`src/rtl/slr_pkg.sv`:
```
// Package of shared types and constants for the slice load rebalancer.
`default_nettype none

package slr_pkg;

  localparam int unsigned HitsW     = 32;
  localparam int unsigned KeyW      = 64;
  localparam int unsigned OwnerOutW = 4;
  localparam int unsigned CfgIdxW   = 8;

  localparam logic [CfgIdxW-1:0] RegExpandLimit = 8'd0;
  localparam logic [CfgIdxW-1:0] RegShrinkLimit = 8'd1;

  localparam logic [HitsW-1:0] ExpandLimitRst = 32'd1000;
  localparam logic [HitsW-1:0] ShrinkLimitRst = 32'd10;

  typedef enum logic [3:0] {
    S_INIT,
    S_IDLE,
    S_L_OWN,
    S_L_HIT,
    S_T_RD,
    S_T_CHK,
    S_T_HALF,
    S_T_SHK,
    S_T_MIN,
    S_T_MERGE,
    S_T_ALL
  } slr_state_e;

endpackage

`default_nettype wire

```
`src/rtl/slice_load_rebalancer.sv`:
```
// Slice-to-instance table with per-instance hit counters and a rebalancing sequencer.
`default_nettype none

// Channel   | Direction | Handshake                  | Payload
// ----------+-----------+----------------------------+------------------------------
// in        | input     | in_valid_i / in_stall_o    | mode_i, slice_i
// out       | output    | out_valid_o / out_stall_i  | found_o, owner_o
// cfg       | input     | cfg_valid_i / cfg_ready_o  | cfg_index_i, cfg_data_i
//
// An in-range lookup passes through the owner memory read, the hit memory read and the
// write back, and its result then sits in the output register; one lookup is in
// flight at a time, so the next item is taken only once the result has left.
// A tick walks the instances; each active instance may take a pass over the owner
// memory for a split, a least-hit search over the instances and another pass over the
// owner memory for a merge.
// After reset the owner memory is cleared in a pass over all SLICES entries, during which no
// item is accepted; configuration writes are taken at any time.
// A stalled output holds its item and blocks the next input item.

module slice_load_rebalancer
  import slr_pkg::*;
#(
  parameter int unsigned SLICES    = 256,
  parameter int unsigned INSTANCES = 16
) (
  input  wire logic                 clk_i,
  input  wire logic                 rst_ni,
  input  wire logic                 in_valid_i,
  output logic                      in_stall_o,
  input  wire logic                 mode_i,
  input  wire logic [KeyW-1:0]      slice_i,
  output logic                      out_valid_o,
  input  wire logic                 out_stall_i,
  output logic                      found_o,
  output logic [OwnerOutW-1:0]      owner_o,
  input  wire logic                 cfg_valid_i,
  output logic                      cfg_ready_o,
  input  wire logic [CfgIdxW-1:0]   cfg_index_i,
  input  wire logic [HitsW-1:0]     cfg_data_i
);

  localparam int unsigned SW = $clog2(SLICES);
  localparam int unsigned IW = $clog2(INSTANCES);
  localparam int unsigned CW = ((SW > IW) ? SW : IW) + 1;

  // Configuration registers; the user must keep the block idle when writing; not enforced.
  logic [HitsW-1:0] expand_q, shrink_q;

  assign cfg_ready_o = 1'b1;

  always_ff @(posedge clk_i or negedge rst_ni) begin
    if (!rst_ni) begin
      expand_q <= ExpandLimitRst;
      shrink_q <= ShrinkLimitRst;
    end else if (cfg_valid_i) begin
      if (cfg_index_i == RegExpandLimit) expand_q <= cfg_data_i;
      if (cfg_index_i == RegShrinkLimit) shrink_q <= cfg_data_i;
    end
  end

  // Owner memory: one owning instance for each slice.
  logic [IW-1:0] owner_mem [SLICES];
  logic          om_we, om_re;
  logic [SW-1:0] om_waddr, om_raddr;
  logic [IW-1:0] om_wdata, om_rdata_q;

  always_ff @(posedge clk_i) begin
    if (om_we) owner_mem[om_waddr] <= om_wdata;
    if (om_re) om_rdata_q <= owner_mem[om_raddr];
  end

  // Hit memory. The count of an inactive instance is treated as zero, so the active bits serve
  // as valid bits and the memory itself needs no clearing.
  logic [HitsW-1:0] hits_mem [INSTANCES];
  logic             hm_we, hm_re;
  logic [IW-1:0]    hm_waddr, hm_raddr;
  logic [HitsW-1:0] hm_wdata, hm_rdata_q;

  always_ff @(posedge clk_i) begin
    if (hm_we) hits_mem[hm_waddr] <= hm_wdata;
    if (hm_re) hm_rdata_q <= hits_mem[hm_raddr];
  end

  // Control and datapath registers.
  slr_state_e       state_q, state_d;
  logic [INSTANCES-1:0] active_q, active_d;
  logic [CW-1:0]    cnt_q, cnt_d;       // sweep address counter
  logic [CW-1:0]    pa_q, pa_d;         // address of the read now returning
  logic             pv_q, pv_d;         // a sweep read is returning
  logic [IW:0]      inst_q, inst_d;     // instance under rebalance
  logic [IW-1:0]    tgt_q, tgt_d;       // instance receiving slices
  logic [IW-1:0]    who_q, who_d;       // owner found by a lookup
  logic [HitsW-1:0] hi_q, hi_d;         // hit count of the instance under rebalance
  logic [HitsW-1:0] best_q, best_d;
  logic             have_q, have_d;
  logic             seen_q, seen_d;
  logic             out_valid_q, out_valid_d;
  logic             found_q, found_d;
  logic [IW-1:0]    owner_q, owner_d;

  logic          accept;
  logic [IW-1:0] inst_idx;
  logic          sweep_s_done, sweep_i_done;
  logic          free_any;
  logic [IW-1:0] free_idx;

  assign in_stall_o   = (state_q != S_IDLE) || out_valid_q;
  assign accept       = in_valid_i && !in_stall_o;
  assign inst_idx     = inst_q[IW-1:0];
  assign sweep_s_done = (cnt_q == CW'(SLICES)) && !pv_q;
  assign sweep_i_done = (cnt_q == CW'(INSTANCES)) && !pv_q;

  // Lowest inactive instance, the target of a split.
  always_comb begin
    free_any = 1'b0;
    free_idx = '0;
    for (int k = INSTANCES - 1; k >= 0; k--) begin
      if (!active_q[k]) begin
        free_any = 1'b1;
        free_idx = IW'(k);
      end
    end
  end

  // Next state.
  always_comb begin
    state_d = state_q;
    unique case (state_q)
      S_INIT:    if (cnt_q == CW'(SLICES - 1)) state_d = S_IDLE;
      S_IDLE: begin
        if (accept) begin
          if (mode_i)                          state_d = S_T_RD;
          else if (slice_i < KeyW'(SLICES))    state_d = S_L_OWN;
        end
      end
      S_L_OWN:   state_d = S_L_HIT;
      S_L_HIT:   state_d = S_IDLE;
      S_T_RD: begin
        if (inst_q == (IW + 1)'(INSTANCES)) state_d = S_IDLE;
        else if (active_q[inst_idx])         state_d = S_T_CHK;
      end
      S_T_CHK: begin
        if (hm_rdata_q > expand_q) state_d = free_any ? S_T_HALF : S_T_RD;
        else                       state_d = S_T_SHK;
      end
      S_T_HALF:  if (sweep_s_done) state_d = S_T_SHK;
      S_T_SHK:   state_d = (hi_q < shrink_q) ? S_T_MIN : S_T_RD;
      S_T_MIN:   if (sweep_i_done) state_d = S_T_MERGE;
      S_T_MERGE: state_d = have_q ? S_T_ALL : S_T_RD;
      S_T_ALL:   if (sweep_s_done) state_d = S_T_RD;
      default:   state_d = S_INIT;
    endcase
  end

  // Memory control and datapath.
  always_comb begin
    active_d    = active_q;
    cnt_d       = cnt_q;
    pa_d        = pa_q;
    pv_d        = 1'b0;
    inst_d      = inst_q;
    tgt_d       = tgt_q;
    who_d       = who_q;
    hi_d        = hi_q;
    best_d      = best_q;
    have_d      = have_q;
    seen_d      = seen_q;
    out_valid_d = out_valid_q && out_stall_i;
    found_d     = found_q;
    owner_d     = owner_q;
    om_we       = 1'b0;
    om_waddr    = pa_q[SW-1:0];
    om_wdata    = tgt_q;
    om_re       = 1'b0;
    om_raddr    = cnt_q[SW-1:0];
    hm_we       = 1'b0;
    hm_waddr    = who_q;
    hm_wdata    = '0;
    hm_re       = 1'b0;
    hm_raddr    = cnt_q[IW-1:0];

    unique case (state_q)
      S_INIT: begin
        om_we    = 1'b1;
        om_waddr = cnt_q[SW-1:0];
        om_wdata = '0;
        cnt_d    = (cnt_q == CW'(SLICES - 1)) ? '0 : cnt_q + 1'b1;
      end
      S_IDLE: begin
        if (accept) begin
          if (mode_i) begin
            inst_d = '0;
          end else if (slice_i < KeyW'(SLICES)) begin
            om_re    = 1'b1;
            om_raddr = slice_i[SW-1:0];
          end else begin
            out_valid_d = 1'b1;
            found_d     = 1'b0;
            owner_d     = '0;
          end
        end
      end
      S_L_OWN: begin
        who_d    = om_rdata_q;
        hm_re    = 1'b1;
        hm_raddr = om_rdata_q;
      end
      S_L_HIT: begin
        hm_we    = 1'b1;
        hm_waddr = who_q;
        if (!active_q[who_q])            hm_wdata = HitsW'(1);
        else if (hm_rdata_q == '1)       hm_wdata = hm_rdata_q;
        else                             hm_wdata = hm_rdata_q + 1'b1;
        active_d[who_q] = 1'b1;
        out_valid_d     = 1'b1;
        found_d         = 1'b1;
        owner_d         = who_q;
      end
      S_T_RD: begin
        if (inst_q == (IW + 1)'(INSTANCES)) begin
          out_valid_d = 1'b1;
          found_d     = 1'b0;
          owner_d     = '0;
        end else if (active_q[inst_idx]) begin
          hm_re    = 1'b1;
          hm_raddr = inst_idx;
        end else begin
          inst_d = inst_q + 1'b1;
        end
      end
      S_T_CHK: begin
        hi_d   = hm_rdata_q;
        cnt_d  = '0;
        seen_d = 1'b0;
        tgt_d  = free_idx;
        if ((hm_rdata_q > expand_q) && !free_any) inst_d = inst_q + 1'b1;
      end
      S_T_HALF, S_T_ALL: begin
        if (cnt_q != CW'(SLICES)) begin
          om_re = 1'b1;
          pv_d  = 1'b1;
          pa_d  = cnt_q;
          cnt_d = cnt_q + 1'b1;
        end
        if (pv_q && (om_rdata_q == inst_idx)) begin
          if (state_q == S_T_ALL) begin
            om_we = 1'b1;
          end else begin
            om_we  = seen_q;
            seen_d = !seen_q;
          end
        end
        if (sweep_s_done && (state_q == S_T_ALL)) begin
          active_d[inst_idx] = 1'b0;
          inst_d             = inst_q + 1'b1;
        end
      end
      S_T_SHK: begin
        cnt_d  = '0;
        have_d = 1'b0;
        if (!(hi_q < shrink_q)) inst_d = inst_q + 1'b1;
      end
      S_T_MIN: begin
        if (cnt_q != CW'(INSTANCES)) begin
          hm_re = 1'b1;
          pv_d  = 1'b1;
          pa_d  = cnt_q;
          cnt_d = cnt_q + 1'b1;
        end
        // Lowest index wins a tie, since only a strictly smaller count replaces it.
        if (pv_q && (pa_q[IW-1:0] != inst_idx) && active_q[pa_q[IW-1:0]] &&
            (!have_q || (hm_rdata_q < best_q))) begin
          have_d = 1'b1;
          best_d = hm_rdata_q;
          tgt_d  = pa_q[IW-1:0];
        end
      end
      S_T_MERGE: begin
        cnt_d = '0;
        if (!have_q) inst_d = inst_q + 1'b1;
      end
      default: ;
    endcase
  end

  always_ff @(posedge clk_i or negedge rst_ni) begin
    if (!rst_ni) begin
      state_q     <= S_INIT;
      active_q    <= '0;
      cnt_q       <= '0;
      pv_q        <= 1'b0;
      inst_q      <= '0;
      have_q      <= 1'b0;
      seen_q      <= 1'b0;
      out_valid_q <= 1'b0;
    end else begin
      state_q     <= state_d;
      active_q    <= active_d;
      cnt_q       <= cnt_d;
      pv_q        <= pv_d;
      inst_q      <= inst_d;
      have_q      <= have_d;
      seen_q      <= seen_d;
      out_valid_q <= out_valid_d;
    end
  end

  always_ff @(posedge clk_i) begin
    pa_q    <= pa_d;
    tgt_q   <= tgt_d;
    who_q   <= who_d;
    hi_q    <= hi_d;
    best_q  <= best_d;
    found_q <= found_d;
    owner_q <= owner_d;
  end

  assign out_valid_o = out_valid_q;
  assign found_o     = found_q;
  assign owner_o     = OwnerOutW'(owner_q);

  // A new item is only taken once the previous result has left.
  a_accept_after_out: assert property (@(posedge clk_i) disable iff (!rst_ni)
    accept |-> !out_valid_q) else $error("item accepted while a result is pending");

  // A lookup that hits leaves its owner active.
  a_lookup_active: assert property (@(posedge clk_i) disable iff (!rst_ni)
    (state_q == S_L_HIT) |=> active_q[$past(who_q)]) else $error("owner not active");

  // The receiver of a split is an inactive instance throughout the pass.
  a_split_target: assert property (@(posedge clk_i) disable iff (!rst_ni)
    (state_q == S_T_HALF) |-> !active_q[tgt_q]) else $error("split target active");

  // A result without a hit carries owner zero.
  a_notfound_owner: assert property (@(posedge clk_i) disable iff (!rst_ni)
    (out_valid_o && !found_o) |-> (owner_o == '0)) else $error("stray owner");

endmodule

`default_nettype wire
```
`config.mk`:
```
export PLATFORM = sky130hd
export DESIGN_NAME = slice_load_rebalancer
export DESIGN_NICKNAME = d
export VERILOG_FILES = /design/src/rtl/slr_pkg.sv /design/src/rtl/slice_load_rebalancer.sv
export SDC_FILE = /design/constraint.sdc
export NUM_CORES = 2
export LEC_CHECK = 0
export BUFFER_PORTS_ARGS = -buffer_cell sky130_fd_sc_hd__buf_2
export CAP_MARGIN = 25
export CORE_MARGIN = 5
export CORE_UTILIZATION = 62
export CTS_CLUSTER_DIAMETER = 120
export DETAILED_ROUTE_END_ITERATION = 10
export PLACE_DENSITY_LB_ADDON = 0.2
export SLEW_MARGIN = 20
export SYNTH_ARGS = -nofsm -noshare
export SYNTH_HDL_FRONTEND = slang
export SYNTH_SLANG_ARGS = --single-unit
```
`constraint.sdc`:
```
create_clock -name clk_i -period 6.9 [get_ports clk_i]
set_input_delay 1.38 -clock clk_i [delete_from_list [all_inputs] [get_ports clk_i]]
set_output_delay 1.38 -clock clk_i [all_outputs]
set_load 0.005 [all_outputs]
```
* Yosys cells after proc, flatten, opt, wreduce, memory -nomap -nowiden
Memory sizes are Yosys's and may differ from the RTL's. A register that Yosys moved wholly into a read port is not among the register bits.
Index checks and enable logic that the tools add are counted.
** Storage, ports and cells
- Register bits :: 187
- RAM bits :: 1536
- Output and inout port bits :: 8
- Word-level logic and storage cells :: 246
- Memories :: 2
** Operators by class
- $add $sub $neg :: 3
- $lt $le $gt $ge :: 9
- Equal/unequal tests :: 43
- Multiplexer cells :: 126
- Bitwise logic cells :: 3
- Reductions and logical operators :: 43
** Memories
- owner_mem :: words 256, bits a word 4, rd ports 1, clocked after memory_dff 1, write ports 1, line slice_load_rebalancer.sv:62 : logic [IW-1:0] owner_mem [SLICES];
- hits_mem :: words 16, bits a word 32, rd ports 1, clocked after memory_dff 1, write ports 1, line slice_load_rebalancer.sv:74 : logic [HitsW-1:0] hits_mem [INSTANCES];
** Operators with widths (number)
- $mux W4 :: 35
- $mux W32 :: 3
- $lt A32 B32 Y1 :: 2
- $lt A64 B9 Y1 const B :: 1
- $mux W8 :: 7
- $mux W1 :: 46
- $pmux W4 S11 :: 1
- $mux W5 :: 8
- $ne A2 B2 Y1 const B :: 20
- $pmux W9 S4 :: 1
- $add A32 B1 Y32 const B :: 1
- $eq A32 B32 Y1 const B :: 1
- $gt A32 B32 Y1 :: 1
- $pmux W16 S2 :: 1
- $pmux W5 S6 :: 1
- $mux W9 :: 3
- $and A16 B16 Y16 :: 1
- $eq A4 B3 Y1 const B :: 4
- $mux W16 :: 1
- $not A16 Y16 :: 1
- $or A16 B16 Y16 :: 1
- $pmux W4 S2 :: 2
- $pmux W8 S2 :: 1
- $lt A4 B5 Y1 const B :: 3
- other kinds (39) :: 81

* Longest topological paths before layout
- Word-level depth :: 20
- Mapped depth :: 17
- Mapped depth without buffers :: 13

* Worst setup path before layout
OpenSTA, ideal clock, no wires.
- Path kind :: register to register
- Start point :: register state_q[3]
- End point :: memory owner_mem[0][0] (netlist bit), data pin
- Setup time :: 0.870 ns
- Arrival :: 4.891 ns
- Required time :: 6.030 ns
- Path slack :: 1.139 ns
- Cell stages (with the launch flop) :: 8
- Clock period less this slack :: 5.761 ns
- Cell sequence :: dfrtp_1 clkbuf_1 clkbuf_1 nor2_1 nand2_1 clkbuf_1 clkbuf_1 and2_1
** On the way
- Longest elaborated chain between the ends :: 2
** RTL lines
- start: declaration :: line slice_load_rebalancer.sv:85 : slr_state_e state_q, state_d;
- start signal: assignment :: line slice_load_rebalancer.sv:297 : state_q <= state_d;
- $logic_not A4 Y1 :: line slice_load_rebalancer.sv:182 : unique case (state_q)
- $mux W4 :: line slice_load_rebalancer.sv:182
- net om_wdata[0] :: line slice_load_rebalancer.sv:65 : logic [IW-1:0] om_wdata, om_rdata_q;
- end: declaration :: line slice_load_rebalancer.sv:62
The timed path passes the listed nets, and every way through them passes these cells.

* Worst setup path after layout
- Start point :: register state_q[0]
- End point :: register om_rdata_q[2] (read register of owner_mem), data pin
** On the way
- Longest elaborated chain between the ends :: 6
** RTL lines
- $ne A4 B1 Y1 :: line slice_load_rebalancer.sv:107 : assign in_stall_o = (state_q != S_IDLE) || out_valid_q;
- $logic_or A1 B1 Y1 :: line slice_load_rebalancer.sv:107
- $logic_not A1 Y1 :: line slice_load_rebalancer.sv:108 : assign accept = in_valid_i && !in_stall_o;
- $logic_and A1 B1 Y1 :: line slice_load_rebalancer.sv:108
- $mux W1 / $mux W8 (equally long branches) :: line slice_load_rebalancer.sv:190 : if (accept) begin
- $pmux W1 S2 / $mux W8 (equally long branches) :: line slice_load_rebalancer.sv:182
- end: declaration :: line slice_load_rebalancer.sv:65
Parallel ways exist; a longest one is shown, timed or not.
A chain may end at the register's enable or synchronous reset.

==> impl_metrics.py <==
metrics = {
    "sta": {
        "slew_headroom_pct": 26.5,
        "finalSetupViolCount": 0,
        "worst_slack_ns": 1.32,
        "hold_slack_ns": 0.507,
        "max_freq_mhz": 179,
        "post-route-min-period_ns": 5.58,
        "hold_violations": 0,
        "slew_violations": 0,
        "fin_crit_sh_pct": 80.8,
        "rsz0062_at_grt": "no",
        "tightest_slew_ns": 1.10,
        "fin_skew_ns": 0.0352,
        "tns_ns": 0,
    },
    "power": {
        "leakage_nw": 27.0,
        "pwr_density_cell_nw_per_um2": 253,
        "ir_worst_vdd_uv": 259,
    },
    "setup_path": {
        "regToRegSetupSlack_ns": 1.32,
        "r2r_end": "om_rdata_q[2]",
        "crit_chain": "nor4b_2 -> nand4_1 -> nor4_4 -> buf_4 -> mux2_8 -> buf_4 -> nand2_1 -> and3_1 -> a311oi_1 -> a31oi_1 -> o21ai_0 -> o211ai_1 -> o31ai_1",
        "path_max_fanout": 109,
        "cp.arrival_ns": 6.19,
        "slowest_stage": "dfrtp_1",
        "slowest_delay_ns": 0.85,
        "reg2reg_depth": 13,
        "criticalPathCategory": "register to register",
        "worst_setup_path_end_kind": "register",
        "cp.required_ns": 7.52,
        "worst_setup_path_start_kind": "register",
        "reg2reg_from": "state_q[0]",
        "crit_top_cell": "buf_4",
    },
    "placed_design": {
        "numPortBuffers": 116,
        "dp_cells": 7405,
        "place.gp.congestion": 0.902,
        "dp_hpwl_um": 116000,
        "place_ws_ns": 0.694,
    },
    "clock_tree": {
        "cts_tree": "built",
        "cts-root-buf": "clkbuf_16",
        "clkTransAtPathRegs_ns": 0.06,
        "post_cts_buffers": 0,
        "cts_resized": 0,
        "clock_path_buffers": 3,
        "cts_sinks": 1759,
        "numCtsBuffers": 173,
        "clk_latency_ns": 0.81,
        "cts_hold_repair.buffers": 0,
        "h-tree-depth": 4,
    },
    "route": {
        "routed_wl_um": 198000,
        "first_pass_iters": 6,
        "vias": 50100,
        "wl_per_cell_um": 25.7,
        "vias_per_cell": 6.48,
        "drtIter0Drc": 6825,
        "drc": 0,
        "drt.antenna.violating_nets": 0,
    },
    "floorplan": {
        "boundaryPins": 118,
        "std_cell_rows": 127,
        "start_util_pct": 62.3,
        "die_h_um": 357,
        "core_um2": 120000,
        "die_x_um": 357,
        "die-area_um2": 127000,
    },
    "global_routing": {
        "gr-total-overflow": 0,
        "grt_util_met2_pct": 45.5,
        "grt_usage_pct": 30.8,
        "met1_usage_pct": 45.8,
        "grtUsageMet3_pct": 7.46,
        "grt_max_degree": 210,
        "grt.busiest_layer": "met1",
        "grt_pass1_wl_um": 295000,
        "antenna_found_initial": 5,
        "first_global_vias": 47200,
    },
    "min_path": {
        "min_to": "shrink_q[31]",
        "worstHoldStart": "shrink_q[31]",
        "hold_class": "register to register",
        "min_path_cells": 1,
    },
    "synth": {
        "ys_types": 77,
        "syn_area_um2": 74600,
        "ys_warn_count": 0,
        "ys_ff_latch": 1759,
        "seq_area_frac_synth_pct": 70.1,
        "synth_cells": 5929,
        "synthFlopType": "edfxtp_1",
        "syn-num-nets": 6142,
        "synth_edf_count": 1657,
        "synthArstFlopShare_pct": 5.80,
        "synth.avg_cell_area_um2": 12.6,
    },
    "final_layout": {
        "nNetsFinal": 6187,
        "stdcell_count": 7728,
        "finish.utilization_pct": 68.9,
        "fill_cells": 8260,
        "layout-drive-gt1-share_pct": 9.90,
        "area_growth_pct": 10.6,
    },
    "run": {
        "maxCapViolCount": 0,
    },
    "outcome": {
        "outcome": "complete, no violations",
    },
}
## worst max-delay path by stage
stage | start | endpoint | cells past startpoint | slack, ns
final | state_q[0] | om_rdata_q[2] | 13 | 1.32
after floorplan | state_q[3] | owner_mem[0][0] | 7 | 1.14
after global routing | state_q[0] | om_rdata_q[2] | 13 | 1.05
after global placement | slice_i[62] | om_rdata_q[2] | 14 | 0.77
after detailed placement | slice_i[62] | om_rdata_q[2] | 14 | 0.69
after CTS | state_q[0] | om_rdata_q[2] | 13 | 1.46
## cell type report
type | count | area [µm²] | share of cell area [%]
flip-flops and latches | 1759 | 52300 | 63.4
multi-input cells | 3685 | 20500 | 24.9
clock buffers | 222 | 4620 | 5.59
well taps | 1612 | 2020 | 2.44
repair buffers | 239 | 1800 | 2.18
clock inverters | 92 | 836 | 1.01
inverters | 116 | 435 | 0.527
diodes | 3 | 7.51 | 0.00909
## metrics by stage
step | instance area [µm²] | total power [W]
global placement | 77000 | 0.0119
detailed placement | 77000 | 0.0119
CTS | 82500 | 0.0209
global route | 82600 | 0.0214
floorplan | 74600 | 0.0119
finish | 82600 | 0.0209
## state kept, by name (all words and copies together), names as in the netlist, 4 cells and up
register    cells
hits_mem      512
pa_q            8
owner_mem    1024
om_rdata_q      4
owner_o         4
best_q         32
tgt_q           4
expand_q       32
state_q         4
active_q       16
hi_q           32
shrink_q       32
inst_q          5
hm_rdata_q     32
hm_waddr        4
cnt_q           9
## routing by layer
metal	part of all wire [%]	wire, µm
met4	3.6	7190
met3	13	25700
met5	0.017	33
met1	39	78300
met2	44	87300
## cell usage after synthesis (all sizes together), types with 5 or more instances
master	n	share of area, %
a2111oi	6	0.070
a211oi	174	1.8
a21boi	5	0.050
a21o	45	0.45
a21oi	220	1.5
a22oi	14	0.14
a311oi	79	0.93
a31oi	118	0.99
and2	143	1.2
and3	45	0.38
and4	6	0.070
buf	180	1.3
clkbuf	189	0.95
dfrtp	94	3.2
dfstp	8	0.28
edfxtp	1657	67
ha	103	1.7
inv	115	0.58
mux2	41	0.63
mux2i	93	1.2
mux4	15	0.45
nand2	1292	6.5
nand2b	19	0.16
nand3	463	3.1
nand3b	16	0.16
nand4	53	0.44
nor2	374	1.9
nor2b	19	0.16
nor3	37	0.25
nor4	30	0.28
o2111ai	7	0.082
o211ai	8	0.080
o21a	5	0.050
o21ai	102	0.68
o22a	9	0.11
o22ai	16	0.13
o31ai	10	0.10
o41ai	10	0.14
or2	6	0.050
or3	22	0.18
or4	7	0.070
xnor2	17	0.20
xor2	18	0.21
## critical path, delay by kind of cell, from the launching register on
kind / cells / cell delay, ns
AOI/OAI and AO/OA: 5 / 1.53
and+or+nand+nor: 5 / 1.45
DFF: 1 / 0.85
buffers and inverters: 2 / 0.72
muxes: 1 / 0.71
## logic make-up (layout without fill, tap and decap cells)
family	after synthesis	after routing	share of synthesized area, %
buffers and inverters	485	669	2.83
adders and majority gates	103	103	1.73
AOI/OAI and AO/OA	857	857	7.58
muxes	149	149	2.33
xor gates and xnor gates	35	35	0.411
and+or+nand+nor	2540	2540	15.0
other	1	4	0.00502
DFF	1759	1759	70.1
## power by group
part	internal [W]	switching, W
clock network	0.00519	0.00398
registers	0.0115	0.00000855
logic	0.0000856	0.000102
## layout by cell type (no fill, tap or decap), types with 116 or more instances in the layout
cell,count
nand3_1,461
a211oi_1,174
a21oi_1,215
nor2_1,355
a31oi_1,118
edfxtp_1,1657
nand2_1,1283
clkbuf_16,177
and2_1,138
buf_2,116
(Power assumes the default switching activity.)
